File: config.mk
export PLATFORM = sky130hd
export DESIGN_NAME = gapped_alignment_block_splitter
export DESIGN_NICKNAME = d
export VERILOG_FILES = /design/src/sv/gabs_pkg.sv /design/src/sv/gabs_front.sv /design/src/sv/gabs_queue.sv /design/src/sv/gabs_back.sv /design/src/sv/gapped_alignment_block_splitter.sv
export SDC_FILE = /design/constraint.sdc
export NUM_CORES = 2
export LEC_CHECK = 0
export BUFFER_PORTS_ARGS = -buffer_cell sky130_fd_sc_hd__buf_2
export CAP_MARGIN = 20
export CORE_MARGIN = 2
export CORE_UTILIZATION = 50
export DETAILED_ROUTE_END_ITERATION = 16
export GPL_ROUTABILITY_DRIVEN = 0
export PLACE_DENSITY = 0.77
export SYNTH_ARGS = -nofsm -noshare
export SYNTH_HDL_FRONTEND = slang
export SYNTH_SLANG_ARGS = --single-unit
export TNS_END_PERCENT = 50
File: constraint.sdc
create_clock -name i_clk -period 42.4 [get_ports i_clk]
set_input_delay 2.12 -clock i_clk [delete_from_list [all_inputs] [get_ports i_clk]]
set_output_delay 2.12 -clock i_clk [all_outputs]
set_load 0.02 [all_outputs]
File: src/sv/gabs_pkg.sv
`timescale 1ns / 1ps
// ----------------------------------------------------------------------------
// gabs_pkg
// Widths, types and helper functions of the gapped alignment block splitter.
// ----------------------------------------------------------------------------
package gabs_pkg;

    localparam int COORD_W     = 32;
    localparam int MAX_COLUMNS = 65536;
    localparam int CNT_W       = $clog2(MAX_COLUMNS + 1);
    localparam int TOT_W       = CNT_W + 1;
    localparam int QUEUE_DEPTH = 4;
    localparam int QPTR_W      = $clog2(QUEUE_DEPTH);
    localparam int QCNT_W      = $clog2(QUEUE_DEPTH + 1);

    localparam logic [CNT_W-1:0] SAT_LIMIT = CNT_W'(MAX_COLUMNS);

    typedef struct packed {
        logic [CNT_W-1:0]   block_size;
        logic [COORD_W-1:0] block_query_start;
        logic [COORD_W-1:0] block_target_start;
        logic               final_block;
        logic [CNT_W-1:0]   query_insert_runs;
        logic [CNT_W-1:0]   query_insert_bases;
        logic [CNT_W-1:0]   target_insert_runs;
        logic [CNT_W-1:0]   target_insert_bases;
        logic [TOT_W-1:0]   total_blocks;
        logic               leading_gap_error;
    } t_result;

    // All results caused by one column: an optional block and an optional flush.
    typedef struct packed {
        logic    has_blk;
        t_result blk;
        logic    has_fin;
        t_result fin;
    } t_entry;

    function automatic logic [CNT_W-1:0] sat_inc(input logic [CNT_W-1:0] v);
        return (v < SAT_LIMIT) ? v + CNT_W'(1) : SAT_LIMIT;
    endfunction

    function automatic logic [CNT_W-1:0] sat_size(input logic [COORD_W-1:0] fin,
                                                  input logic [COORD_W-1:0] beg);
        logic [COORD_W-1:0] d;
        d = fin - beg;
        return (d < COORD_W'(SAT_LIMIT)) ? d[CNT_W-1:0] : SAT_LIMIT;
    endfunction

endpackage

File: src/sv/gabs_front.sv
`timescale 1ns / 1ps
// ----------------------------------------------------------------------------
// gabs_front
// Tracks gap state, coordinates and counters, and classifies each column into
// the results it causes.
// ----------------------------------------------------------------------------
module gabs_front import gabs_pkg::*; (
    input  logic               i_clk,
    input  logic               i_rst_n,
    input  logic               i_accept,
    input  logic               i_first_column,
    input  logic               i_last_column,
    input  logic [COORD_W-1:0] i_query_start,
    input  logic [COORD_W-1:0] i_target_start,
    input  logic               i_query_is_gap,
    input  logic               i_target_is_gap,
    output logic               o_push,
    output t_entry             o_entry
);

    logic               r_inside, n_inside;
    logic [COORD_W-1:0] r_bq, n_bq, r_bt, n_bt, r_qe, n_qe, r_te, n_te;
    logic               r_pq, n_pq, r_pt, n_pt;
    logic [CNT_W-1:0]   r_qr, n_qr, r_qb, n_qb, r_tr, n_tr, r_tb, n_tb;
    logic               r_err, n_err;
    logic               qg, tg;

    assign qg = i_query_is_gap;
    assign tg = i_target_is_gap;

    always_comb begin
        // A first column restarts the alignment from its start coordinates.
        n_inside = r_inside;
        n_bq     = r_bq;
        n_bt     = r_bt;
        n_qe     = r_qe;
        n_te     = r_te;
        n_pq     = r_pq;
        n_pt     = r_pt;
        n_qr     = r_qr;
        n_qb     = r_qb;
        n_tr     = r_tr;
        n_tb     = r_tb;
        n_err    = r_err;
        if (i_first_column) begin
            n_inside = 1'b0;
            n_bq     = i_query_start;
            n_qe     = i_query_start;
            n_bt     = i_target_start;
            n_te     = i_target_start;
            n_pq     = 1'b0;
            n_pt     = 1'b0;
            n_qr     = '0;
            n_qb     = '0;
            n_tr     = '0;
            n_tb     = '0;
            n_err    = qg | tg;
        end

        o_entry = '0;
        if (!n_err) begin
            if (qg || tg) begin
                if (!n_inside) begin
                    o_entry.has_blk                = 1'b1;
                    o_entry.blk.block_size         = sat_size(n_qe, n_bq);
                    o_entry.blk.block_query_start  = n_bq;
                    o_entry.blk.block_target_start = n_bt;
                    n_inside                       = 1'b1;
                end else if ((qg && n_pt) || (tg && n_pq)) begin
                    // The gap switches rows: an empty block separates the runs.
                    o_entry.has_blk                = 1'b1;
                    o_entry.blk.block_query_start  = n_qe;
                    o_entry.blk.block_target_start = n_te;
                end
                if (!qg) begin
                    n_qe = n_qe + COORD_W'(1);
                end
                if (!tg) begin
                    n_te = n_te + COORD_W'(1);
                end
            end else begin
                if (n_inside) begin
                    n_bq     = n_qe;
                    n_bt     = n_te;
                    n_inside = 1'b0;
                end
                n_qe = n_qe + COORD_W'(1);
                n_te = n_te + COORD_W'(1);
            end
            if (qg) begin
                if (!n_pq) begin
                    n_qr = sat_inc(n_qr);
                end
                n_qb = sat_inc(n_qb);
            end
            if (tg) begin
                if (!n_pt) begin
                    n_tr = sat_inc(n_tr);
                end
                n_tb = sat_inc(n_tb);
            end
            n_pq = qg;
            n_pt = tg;
        end

        if (i_last_column) begin
            o_entry.has_fin         = 1'b1;
            o_entry.fin.final_block = 1'b1;
            if (n_err) begin
                o_entry.fin.leading_gap_error = 1'b1;
            end else begin
                o_entry.fin.block_size          = sat_size(n_qe, n_bq);
                o_entry.fin.block_query_start   = n_bq;
                o_entry.fin.block_target_start  = n_bt;
                o_entry.fin.query_insert_runs   = n_qr;
                o_entry.fin.query_insert_bases  = n_qb;
                o_entry.fin.target_insert_runs  = n_tr;
                o_entry.fin.target_insert_bases = n_tb;
                o_entry.fin.total_blocks        = TOT_W'(n_qr) + TOT_W'(n_tr) + TOT_W'(1);
            end
        end
    end

    assign o_push = i_accept & (o_entry.has_blk | o_entry.has_fin);

    always_ff @(posedge i_clk) begin
        if (!i_rst_n) begin
            r_inside <= 1'b0;
            r_bq     <= '0;
            r_bt     <= '0;
            r_qe     <= '0;
            r_te     <= '0;
            r_pq     <= 1'b0;
            r_pt     <= 1'b0;
            r_qr     <= '0;
            r_qb     <= '0;
            r_tr     <= '0;
            r_tb     <= '0;
            r_err    <= 1'b0;
        end else if (i_accept) begin
            r_inside <= n_inside;
            r_bq     <= n_bq;
            r_bt     <= n_bt;
            r_qe     <= n_qe;
            r_te     <= n_te;
            r_pq     <= n_pq;
            r_pt     <= n_pt;
            r_qr     <= n_qr;
            r_qb     <= n_qb;
            r_tr     <= n_tr;
            r_tb     <= n_tb;
            r_err    <= n_err;
        end
    end

endmodule

File: src/sv/gabs_queue.sv
`timescale 1ns / 1ps
// ----------------------------------------------------------------------------
// gabs_queue
// Short first-in first-out queue of result entries between front and back.
// ----------------------------------------------------------------------------
module gabs_queue import gabs_pkg::*; (
    input  logic   i_clk,
    input  logic   i_rst_n,
    input  logic   i_push,
    input  t_entry i_entry,
    input  logic   i_pop,
    output logic   o_full,
    output logic   o_empty,
    output t_entry o_head
);

    t_entry             r_mem [QUEUE_DEPTH];
    logic [QPTR_W-1:0]  r_wr_ptr, r_rd_ptr;
    logic [QCNT_W-1:0]  r_count, n_count;

    assign o_full  = (r_count == QCNT_W'(QUEUE_DEPTH));
    assign o_empty = (r_count == '0);
    assign o_head  = r_mem[r_rd_ptr];

    always_comb begin
        n_count = r_count;
        if (i_push && !i_pop) begin
            n_count = r_count + QCNT_W'(1);
        end else if (i_pop && !i_push) begin
            n_count = r_count - QCNT_W'(1);
        end
    end

    always_ff @(posedge i_clk) begin
        if (!i_rst_n) begin
            r_wr_ptr <= '0;
            r_rd_ptr <= '0;
            r_count  <= '0;
        end else begin
            if (i_push) begin
                r_wr_ptr <= r_wr_ptr + QPTR_W'(1);
            end
            if (i_pop) begin
                r_rd_ptr <= r_rd_ptr + QPTR_W'(1);
            end
            r_count <= n_count;
        end
    end

    always_ff @(posedge i_clk) begin
        if (i_push) begin
            r_mem[r_wr_ptr] <= i_entry;
        end
    end

endmodule

File: src/sv/gabs_back.sv
`timescale 1ns / 1ps
// ----------------------------------------------------------------------------
// gabs_back
// Takes entries from the queue and delivers their results one per transfer
// through an output register.
// ----------------------------------------------------------------------------
module gabs_back import gabs_pkg::*; (
    input  logic    i_clk,
    input  logic    i_rst_n,
    input  logic    i_empty,
    input  t_entry  i_head,
    output logic    o_pop,
    output logic    o_valid,
    input  logic    i_ready,
    output t_result o_result
);

    t_result r_out, r_pend;
    logic    r_out_valid, r_pend_valid;
    logic    load;

    // The output register may take a new result when empty or being drained.
    assign load     = !r_out_valid || i_ready;
    assign o_pop    = load && !r_pend_valid && !i_empty;
    assign o_valid  = r_out_valid;
    assign o_result = r_out;

    always_ff @(posedge i_clk) begin
        if (!i_rst_n) begin
            r_out_valid  <= 1'b0;
            r_pend_valid <= 1'b0;
        end else if (load) begin
            if (r_pend_valid) begin
                r_out_valid  <= 1'b1;
                r_pend_valid <= 1'b0;
            end else if (!i_empty) begin
                r_out_valid  <= 1'b1;
                r_pend_valid <= i_head.has_blk & i_head.has_fin;
            end else begin
                r_out_valid  <= 1'b0;
            end
        end
    end

    always_ff @(posedge i_clk) begin
        if (load) begin
            if (r_pend_valid) begin
                r_out <= r_pend;
            end else if (!i_empty) begin
                r_out  <= i_head.has_blk ? i_head.blk : i_head.fin;
                r_pend <= i_head.fin;
            end
        end
    end

endmodule

File: src/sv/gapped_alignment_block_splitter.sv
`timescale 1ns / 1ps
// ----------------------------------------------------------------------------
// gapped_alignment_block_splitter
// Splits a stream of alignment columns into ungapped blocks with gap counts.
// ----------------------------------------------------------------------------
// The front takes one alignment column per clock cycle whenever the
// four-entry result queue has room, and keeps all running state. A column
// yields no result, one result, or two (a block and the final flush);
// results leave at one per transfer from an output register, so the
// sustained rate is one column per cycle for as long as results are taken
// at the rate they arise. With no backlog a result passes through the queue
// and then the output register; the back empties the queue into the output.
module gapped_alignment_block_splitter import gabs_pkg::*; (
    input  logic               i_clk,
    input  logic               i_rst_n,
    input  logic               i_in_valid,
    output logic               o_in_ready,
    input  logic               i_first_column,
    input  logic               i_last_column,
    input  logic [COORD_W-1:0] i_query_start,
    input  logic [COORD_W-1:0] i_target_start,
    input  logic               i_query_is_gap,
    input  logic               i_target_is_gap,
    output logic               o_out_valid,
    input  logic               i_out_ready,
    output logic [CNT_W-1:0]   o_block_size,
    output logic [COORD_W-1:0] o_block_query_start,
    output logic [COORD_W-1:0] o_block_target_start,
    output logic               o_final_block,
    output logic [CNT_W-1:0]   o_query_insert_runs,
    output logic [CNT_W-1:0]   o_query_insert_bases,
    output logic [CNT_W-1:0]   o_target_insert_runs,
    output logic [CNT_W-1:0]   o_target_insert_bases,
    output logic [TOT_W-1:0]   o_total_blocks,
    output logic               o_leading_gap_error
);

    logic    accept, push, pop, full, empty;
    t_entry  entry, head;
    t_result result;

    assign o_in_ready = !full;
    assign accept     = i_in_valid && !full;

    gabs_front u_front (
        .i_clk           (i_clk),
        .i_rst_n         (i_rst_n),
        .i_accept        (accept),
        .i_first_column  (i_first_column),
        .i_last_column   (i_last_column),
        .i_query_start   (i_query_start),
        .i_target_start  (i_target_start),
        .i_query_is_gap  (i_query_is_gap),
        .i_target_is_gap (i_target_is_gap),
        .o_push          (push),
        .o_entry         (entry)
    );

    gabs_queue u_queue (
        .i_clk   (i_clk),
        .i_rst_n (i_rst_n),
        .i_push  (push),
        .i_entry (entry),
        .i_pop   (pop),
        .o_full  (full),
        .o_empty (empty),
        .o_head  (head)
    );

    gabs_back u_back (
        .i_clk    (i_clk),
        .i_rst_n  (i_rst_n),
        .i_empty  (empty),
        .i_head   (head),
        .o_pop    (pop),
        .o_valid  (o_out_valid),
        .i_ready  (i_out_ready),
        .o_result (result)
    );

    assign o_block_size          = result.block_size;
    assign o_block_query_start   = result.block_query_start;
    assign o_block_target_start  = result.block_target_start;
    assign o_final_block         = result.final_block;
    assign o_query_insert_runs   = result.query_insert_runs;
    assign o_query_insert_bases  = result.query_insert_bases;
    assign o_target_insert_runs  = result.target_insert_runs;
    assign o_target_insert_bases = result.target_insert_bases;
    assign o_total_blocks        = result.total_blocks;
    assign o_leading_gap_error   = result.leading_gap_error;

endmodule

==> results.md <==
* Final WL at ~170,000 um
* Most frequent CP cell: nor3_1
* Largest net degree at the start of global routing at ~140
* Net Sw Frac at 31.25%
* Worst path max stage delay at between 0.9 and 1 ns
* WP buf/inv at 2
* Status: finished, final reports clean
* Top cells by area, synth: edfxtp_1 (58%), mux4_2 (8.1%), dfxtp_1 (6.1%)
* Routed len/inst at 23.18 um
* Post-Syn Nets at 5,429
* Full die area at roughly 0.14 mm^2
* Final min period at 8.648 ns
* Ys Warns at 0
* Worst Setup Start Kind: input port
* H-tree Lvls at 4
* Fraction of layout cells with a size suffix above 1 at 15.81%
* CTS tree: yes
* Crit end category: flop
* Via count at 44,840
* Slowest-stage cell, CP: o31ai_1
* Sequential share of the synthesized area at 64.15%
* Setup slack after placement at ~33 ns
* MaxCap Viol Count at 0
* Remaining global-route overflow at 0
* Inst Count DP at 7,029
* Synth top area share at 58.07%
* Cell family with most CP delay: simple AND/OR/NAND/NOR gates
* Switch Pwr at 1.458 mW
* Asr flop ratio synth at 0%
* IO Count at 243
* Post-Syn Instances at 5,263
* Initial DRC count at approximately 5,500
* Int Pwr at 3.207 mW
* EDFF count, synth at approximately 1,300
* Power Density at 60.13 mW/mm^2
* Crit path cell chain: buf_8 -> buf_4 -> mux2_2 -> a21boi_1 -> nand2_1 -> xnor2_1 -> ha_1 -> or3_1 -> nor3_1 -> and3_1 -> nor3_1 -> o31ai_1 -> nor2_1 -> a2111oi_0 -> o2111ai_1 -> nor4b_4 -> nand4_4 -> nor3b_1
* Final core utilization at a little under three fifths
* Syn Area/Cell at about 13 um^2
* Seq pwr share at between 40% and 50%
* Crit Path Max Fanout at 90
* CTS Buffer Depth at 3
* Height of the die at 376.6 um
* CTS Buf Count at 156
* Arr. time, crit path at roughly 9.2 ns
* Clock-pin slew on the worst setup and hold paths at 0.06 ns
* Dpl hpwl at around 110,000 um
* Netlist cell types at 86
* Slew Viols, Final at 0
* Core Footprint at 0.1377 mm^2
* #FFs+latches synth at around 1,600
* Starting density of the core at 50.41%
* CTS Sinks at 1,553
* CP Data Required Time at 42.92 ns
* Leak at around 27 nW
* Final setup margin at between 30 and 40 ns
* VDD IR max at 0.06189 mV
* Gr usage total at between 20% and 30%
* First-pass GRT wire length at 257,600 um
* Non-Filler Instances at roughly 7,300
* Max frequency at 115.6 MHz
* Root Buffer Master: clkbuf_16
* Post-DRT Antenna Nets at 0
* Filler cells at 10,640
* Layout Skew at between 0.06 and 0.07 ns
* Initial antenna violation count at 31
* CP Class: in -> reg
* DR pass1 iterations at 6
* RSZ-0062 raised after global routing: no
* Vias in the first global route at 43,160
* Clk pwr share at 30.0%
* Horiz. Die Dim at 376.6 um
* Nets at 5,560
* Final setup vio count at 0
* Hold/Removal Path Class: reg -> reg
* Hold_buf cts at 0
* Setup TNS at 0 ns
* Slew HR at roughly 17%
* Postcts setup bufs at 0
* IO Port Bufs at 242
* Post-synth top area cell: edfxtp_1
* Residual DRC at 0
* Clock Latency Late Sink at 0.83 ns
* Synth-to-layout area growth at 11.79%
* Vias/cell at 6.108
* Final hold vios at 0
* PostCTS Resize Cnt at 0
* Logic pwr share at 24.7%
* Rows at 136
* Worst Tran Pin Value at 1.230 ns
* Top_reg_cell synth: edfxtp_1
* Synthesized area at 0.06940 mm^2
* Tcrit/Tclk final at between 20% and 30%
-- metrics by stage --
| step | instance area [um^2] | power [mW] | hold WS (ns) |
|---|---|---|---|
| floorplan | 69400 | 2.968 | 0.4410 |
| global placement | 72230 | 3.270 | 0.4549 |
| detailed placement | 72240 | 3.300 | 0.4600 |
| CTS | 77520 | 4.702 | 0.4680 |
| global route | 77550 | 4.858 | 0.4894 |
| finish | 77580 | 4.665 | 0.4663 |
-- per-layer routing --
metal  share of wire [%]  GRT usage [%]  up-vias
li1                    -              -    20160
met1                  40          31.93    22150
met2                  48          38.19     2141
met3                 9.0          4.873      356
met4                 3.2          8.898       30
met5                0.10              0        -
-- registers in the layout (all words and copies together), names as in the netlist, 2 cells and up, named ones only --
name and count:
u_queue.r_count 3, u_front.r_qr 17, u_front.r_qe 32, u_queue.r_wr_ptr 2
u_front.r_tb 17, u_back.r_pend 169, u_queue.r_mem 1004, u_back.o_result 169
u_front.r_te 32, u_queue.r_rd_ptr 2, u_front.r_bq 32, u_front.r_qb 17
u_front.r_bt 32, u_front.r_tr 17
-- layout by cell type (no fill, tap or decap), types with 40 or more instances in the layout --
cell type  netlist  routed
buf_2           14     240
xor2_1          40      40
a21boi_0        43      43
mux4_2         250     250
nor3_1          79      78
a21oi_1        301     300
xnor2_1         70      70
clkbuf_16        0     156
inv_1           86      84
nand2_1        676     674
a211oi_1        53      53
and2_1          67      62
o21ai_0        388     388
nor2b_1         66      66
dfxtp_1        211     208
edfxtp_1      1342    1342
buf_4            1      57
ha_1            90      90
nand3_1        118     117
mux2i_1        154     154
a31oi_1         45      45
nor2_1         406     401
-- cell families after synthesis --
| logic type | Yosys count | share of synthesized area [%] |
|---|---|---|
| AOI/OAI and AO/OA | 1062 | 9.184 |
| xor gates and xnor gates | 111 | 1.422 |
| adders and majority gates | 94 | 1.738 |
| buffers and inverters | 418 | 2.302 |
| DFF | 1553 | 64.15 |
| muxes | 435 | 10.84 |
| and+or+nand+nor | 1590 | 10.36 |
-- cells in the mapped netlist, types with 21 or more instances --
| cell type | n |
|---|---|
| a211oi_1 | 53 |
| dfxtp_1 | 211 |
| nand2_1 | 676 |
| a21boi_0 | 43 |
| a31oi_1 | 45 |
| and2_1 | 67 |
| mux2i_1 | 154 |
| mux2_2 | 31 |
| buf_1 | 60 |
| and3_1 | 37 |
| nor2_1 | 406 |
| nor3_1 | 79 |
| xor2_1 | 40 |
| o211a_1 | 21 |
| nand4_1 | 22 |
| a21oi_1 | 301 |
| nand3_1 | 118 |
| a21o_1 | 37 |
| xnor2_1 | 70 |
| ha_1 | 90 |
| edfxtp_1 | 1342 |
| mux4_2 | 250 |
| inv_1 | 86 |
| clkbuf_1 | 255 |
| o21ai_0 | 388 |
| nor2b_1 | 66 |
| a311oi_1 | 24 |
-- cell type report --
class	instances	area [um^2]	area share (%)
diodes	18	45.04	0.05806
clock buffers	202	4146	5.344
clock inverters	91	1134	1.461
inverters	87	329.1	0.4241
multi-input cells	3292	23390	30.14
flip-flops and latches	1553	44530	57.40
well taps	1794	2245	2.893
repair buffers	304	1764	2.274
-- worst register-to-register path, delay by kind of cell (launching register included) --
family | cells | cell delay, ns
simple gates | 9 | 3.63
compound gates | 5 | 2.65
fa+ha+maj | 1 | 0.31
flops | 1 | 0.59
-- path summary, 6_finish.rpt --
kind | from | to | slack, ns | depth (start not counted)
worst min register to register | u_front.r_bq[0] | u_front.r_bq[0] | 0.47 | 2
worst max register to register | u_front.r_err | u_queue.r_mem[3][165] | 34.96 | 15
worst min-delay path | u_front.r_bq[0] | u_front.r_bq[0] | 0.47 | 2
worst max-delay path | i_first_column | u_queue.r_mem[3][165] | 33.75 | 18
-- power groups by stage --
stage,clock [mW],combinational [mW],sequential (mW)
2_1_floorplan,0,0.674,2.29
3_3_place_gp,0,1.14,2.13
3_5_place_dp,0,1.16,2.14
4_1_cts,1.42,1.16,2.11
5_1_grt,1.48,1.24,2.14
6_report,1.40,1.15,2.11
Note: power is estimated with default switching activity, not from simulation.
